## src/rtl/btcw_pkg.sv

```systemverilog
`timescale 1ns / 1ps

package btcw_pkg;

    // Font store geometry
    localparam int GLYPH_ROWS  = 16;
    localparam int GLYPH_COUNT = 256;
    localparam int MAX_PLANES  = 4;

    // Input operation codes
    localparam logic [1:0] OP_PUT   = 2'd0;
    localparam logic [1:0] OP_FONT  = 2'd1;
    localparam logic [1:0] OP_CLEAR = 2'd2;

    // Result kinds
    localparam logic [1:0] KIND_WRITE  = 2'd0;
    localparam logic [1:0] KIND_SCROLL = 2'd1;
    localparam logic [1:0] KIND_CLEAR  = 2'd2;
    localparam logic [1:0] KIND_ERROR  = 2'd3;

    // Configuration register indexes
    localparam logic [2:0] REG_COLUMNS   = 3'd0;
    localparam logic [2:0] REG_LINES     = 3'd1;
    localparam logic [2:0] REG_PLANES    = 3'd2;
    localparam logic [2:0] REG_HEIGHT    = 3'd3;
    localparam logic [2:0] REG_ATTRIBUTE = 3'd4;

    // Control characters
    localparam logic [7:0] CHAR_TAB = 8'h09;
    localparam logic [7:0] CHAR_LF  = 8'h0a;
    localparam logic [7:0] CHAR_CR  = 8'h0d;

    typedef enum logic [2:0] {
        CMD_FONT,
        CMD_CLEAR,
        CMD_TAB,
        CMD_NEWLINE,
        CMD_GLYPH
    } cmd_kind_t;

    typedef struct packed {
        cmd_kind_t   kind;
        logic [7:0]  char_code;
        logic [11:0] font_index;
        logic [7:0]  font_data;
    } cmd_t;

    typedef struct packed {
        logic [6:0] num_columns;
        logic [4:0] num_lines;
        logic [2:0] num_planes;
        logic [4:0] glyph_height;
        logic [7:0] attribute;
    } cfg_t;

    typedef struct packed {
        logic [1:0]  kind;
        logic [14:0] address;
        logic [7:0]  write_data;
        logic [3:0]  fill_planes;
        logic [6:0]  cursor_column;
        logic [4:0]  cursor_line;
        logic        last;
    } res_t;

    typedef enum logic [2:0] {
        B_IDLE,
        B_EMIT,
        B_SETUP1,
        B_SETUP2,
        B_RENDER
    } back_state_t;

endpackage

```

## src/rtl/btcw_front.sv

```systemverilog
`timescale 1ns / 1ps

module btcw_front (
    input  logic            clk,
    input  logic            rst_n,
    input  logic            in_valid,
    output logic            in_ready,
    input  logic [1:0]      in_operation,
    input  logic [7:0]      in_char_code,
    input  logic [11:0]     in_font_index,
    input  logic [7:0]      in_font_data,
    output logic            cmd_valid,
    output btcw_pkg::cmd_t  cmd,
    input  logic            cmd_pop
);
    import btcw_pkg::*;

    localparam int DEPTH = 2;

    cmd_t       q_reg [DEPTH];
    logic       wr_ptr_reg, wr_ptr_next;
    logic       rd_ptr_reg, rd_ptr_next;
    logic [1:0] count_reg, count_next;
    logic       keep;
    logic       push;
    cmd_t       cls;

    // classify the incoming beat
    always_comb
    begin
        keep           = 1'b1;
        cls.char_code  = in_char_code;
        cls.font_index = in_font_index;
        cls.font_data  = in_font_data;
        cls.kind       = CMD_GLYPH;
        case (in_operation)
            OP_FONT:  cls.kind = CMD_FONT;
            OP_CLEAR: cls.kind = CMD_CLEAR;
            OP_PUT:
            begin
                if (in_char_code == CHAR_TAB)
                    cls.kind = CMD_TAB;
                else if (in_char_code == CHAR_LF || in_char_code == CHAR_CR)
                    cls.kind = CMD_NEWLINE;
                else
                    cls.kind = CMD_GLYPH;
            end
            default:  keep = 1'b0;   // undefined operation: dropped
        endcase
    end

    assign in_ready  = (count_reg != 2'(DEPTH));
    assign push      = in_valid && in_ready && keep;
    assign cmd_valid = (count_reg != 2'd0);
    assign cmd       = q_reg[rd_ptr_reg];

    always_comb
    begin
        wr_ptr_next = push ? ~wr_ptr_reg : wr_ptr_reg;
        rd_ptr_next = cmd_pop ? ~rd_ptr_reg : rd_ptr_reg;
        count_next  = count_reg + 2'(push) - 2'(cmd_pop);
    end

    always_ff @(posedge clk or negedge rst_n)
    begin
        if (!rst_n)
        begin
            wr_ptr_reg <= 1'b0;
            rd_ptr_reg <= 1'b0;
            count_reg  <= 2'd0;
        end
        else
        begin
            wr_ptr_reg <= wr_ptr_next;
            rd_ptr_reg <= rd_ptr_next;
            count_reg  <= count_next;
        end
    end

    always_ff @(posedge clk)
    begin
        if (push)
            q_reg[wr_ptr_reg] <= cls;
    end

endmodule

```

## config.mk

```make
export PLATFORM = sky130hd
export DESIGN_NAME = btcw_front
export DESIGN_NICKNAME = d
export VERILOG_FILES = /design/src/rtl/btcw_pkg.sv /design/src/rtl/btcw_front.sv
export SDC_FILE = /design/constraint.sdc
export NUM_CORES = 1
export LEC_CHECK = 0
export BUFFER_PORTS_ARGS = -buffer_cell sky130_fd_sc_hd__clkbuf_2
export CAP_MARGIN = 30
export CORE_MARGIN = 2
export CORE_UTILIZATION = 55
export CTS_BUF_LIST = sky130_fd_sc_hd__clkbuf_8
export CTS_CLUSTER_DIAMETER = 30
export DETAILED_ROUTE_END_ITERATION = 12
export PLACE_DENSITY = 0.9
export SYNTH_ARGS = -nofsm -noshare
export SYNTH_HDL_FRONTEND = slang
export SYNTH_SLANG_ARGS = --single-unit
```

## constraint.sdc

```tcl
create_clock -name clk -period 3 [get_ports clk]
set_clock_uncertainty 0.15 [all_clocks]
set_input_delay 0.45 -clock clk [delete_from_list [all_inputs] [get_ports clk]]
set_output_delay 0.45 -clock clk [all_outputs]
set_load 0.01 [all_outputs]
```

==> results.md <==
- CP max FO: 32
- Overall global routing resource usage: 16.5%
- Global-route wire length before repair: 6.29 mm
- Max stage delay cell, worst path: dfrtp_2
- Diode count: 0
- Run status: finished, final reports clean
- Minimum clock period: 2500 ps
- Initial antenna violation count: 0
- Family with the most delay on the worst path: flip-flops
- Share of post-route cells with drive strength above 1: 56.4%
- Routed WL: 4.08 mm
- Fraction of registers with async set/reset: 6.06%
- Clock-pin transition on the worst setup and hold timing paths: 70 ps
- Port buffer count: 66
- Antenna viol nets, final: 0
- Largest net degree at the start of global routing: 33
- Max-slew headroom: 34.3%
- Power per cell area: 868 nW/um^2
- Cell Count, Final, Fillers Out: 278
- Core area: 4720 sq um
- Overflow after GRT: 0
- Tcrit/Tclk final: 83.3%
- Post-synth cell types: 23
- Top cell type's share of synthesized area: 69.5%
- Remaining DRCs: 0
- Drt pass-1 iters: 4
- Vias in the first global route: 1,347
- RSZ-0062 raised after global routing: false
- Multi-input logic area: 638 sq um
- Fin. max-slew vios: 0
- Syn_nets: 163
- Hold crit path type: in -> reg
- H-tree Lvls: 3
- Final Hold Violating Endpoints: 0
- Worst path required time: 2400 ps
- Critical Path Source Type: flip-flop
- GP Congestion: 0.705
- Crit path buf inv count: 1
- CP arrival: 1900 ps
- Worst path max stage delay: 1020 ps
- Post-synth top area cell: edfxtp_1
- Util after Layout: 68.2%
- Yosys reg bits: 66
- Main area contributors after synthesis: edfxtp_1 (70%), mux2_4 (16%), dfrtp_1 (3.7%)
- Detailed Place HPWL: 2.84 mm
- CTS sink cnt: 66
- Cell Chain, Critical Path: mux2_2 -> clkbuf_2
- Max FFs per register: 62
- Layout net count: 241
- Pre-CTS WS: 833 ps
- Final-report setup violation count: 0
- CTS tree: built
- Max frequency: 0.400 GHz
- Yosys warns: 0
- # IOs: 67
- Synth Flop Type: edfxtp_1
- Placed insts: 261
- Leading cell types in the layout, fill and taps excluded: clkbuf_2 (66), edfxtp_1 (62), mux2_4 (29), clkbuf_8 (9), inv_1 (5)
- Sequential fraction of the synthesis area: 73.3%
- DR vias: 1,360
- CP endpoint kind: output pin
- Register Area: 1960 sq um
- CTS root buf: clkbuf_8
- Worst skew pair latency: 330 ps
- Commonest non-fill, non-tap cell in the layout: clkbuf_2
- Hold Slack: 160 ps
- Max VDD drop: 0.619 mV
- Crit Path Category: reg -> out
- Pleak: 1.34 nW
- CTS Buf Count: 9
- Least-Margin Pin Slew: 986 ps
- Synth Area per Inst: 20.9 sq um
- Worst setup margin: 500 ps
- Initial Utilization: 56.7%
- Filler Cell Count: 328
- DR vias/cell: 4.89
- Die area: 5440 sq um
- # Max-Cap Violations: 0
- Post-Syn Area: 2680 sq um
- Post-cts resize count: 0
- Std cell rows: 25
- Cells after synthesis: 128
- WL/cell: 14.7 microns
- Area Growth Syn to Fin: 20.2%
- Die width: 73.8 microns
- Die height: 73.8 microns
- Post-synth EDFFs: 62
- Clock buffer depth: 2
- Starting DRC count in detailed routing: 114
- Final TNS setup: 0 ps
[cell usage after synthesis (2+ instances only)]
master and number:
inv_1 3, nor3b_2 2, nor2b_1 2, xnor2_1 4, mux2_4 29, buf_12 3
mux2_2 2, edfxtp_1 62, dfrtp_1 4, nor2_1 3, or2_2 2
[routing by layer]
| layer | track usage [%] | vias up | routed length (microns) |
|---|---|---|---|
| met3 | 3.84 | 9 | 161 |
| li1 | - | 646 | - |
| met4 | 10.9 | 0 | 117 |
| met5 | 0 | - | 0 |
| met1 | 18.5 | 669 | 1610 |
| met2 | 28.0 | 36 | 2190 |
[layout make-up]
cell class / instances / area share, %
Timing Repair Buffer: 71 / 11.5
Inverter: 3 / 0.350
Clock buffer: 9 / 3.85
Tap cell: 67 / 2.60
Multi-Input combinational cell: 55 / 19.8
Clock inverter: 7 / 0.894
Sequential cell: 66 / 61.0
[through the flow]
stage / power [W] / area (sq um)
CTS: 0.00283 / 3220
detailed placement: 0.00225 / 3060
global route: 0.00294 / 3220
floorplan: 0.00203 / 2680
global placement: 0.00222 / 3060
finish: 0.00279 / 3220
[path summary, 6_finish.rpt]
check                                        from                endpoint  slack, ps  cells after the start
min in group asynchronous                   rst_n  count_reg[0]$_DFF_PN0_        300                      2
min                              in_font_index[3]  q_reg[1][11]$_DFFE_PP_        160                      1
max                        rd_ptr_reg$_DFFE_PN0P_                 cmd[19]        500                      2
max in group asynchronous                   rst_n  rd_ptr_reg$_DFFE_PN0P_       2250                      2
min reg2reg                count_reg[0]$_DFF_PN0_  count_reg[0]$_DFF_PN0_        380                      1
max reg2reg                count_reg[1]$_DFF_PN0_  count_reg[1]$_DFF_PN0_       1340                      6
[cells by family (layout without fill, tap and decap cells)]
group	after synthesis	after routing	synth area share [%]
fa+ha+maj	1	1	0.467
compound gates	5	5	1.26
flops	66	66	73.3
simple gates	13	13	3.18
mux	31	31	17.1
xor+xnor	5	5	1.64
buf+inv	7	90	3.08
[report_power, final]
group | total [W] | internal [W] | switching [W]
clock | 0.000580 | 0.000282 | 0.000298
combinational | 0.000836 | 0.000495 | 0.000342
sequential | 0.00138 | 0.00121 | 0.000167
[repair_timing]
item | in CTS | in global routing
hold endpoints to repair | 4 | 0
hold buffers | 1 | 0
setup buffers | 0 | 0
No activity file was read; power rests on OpenSTA's default activity.
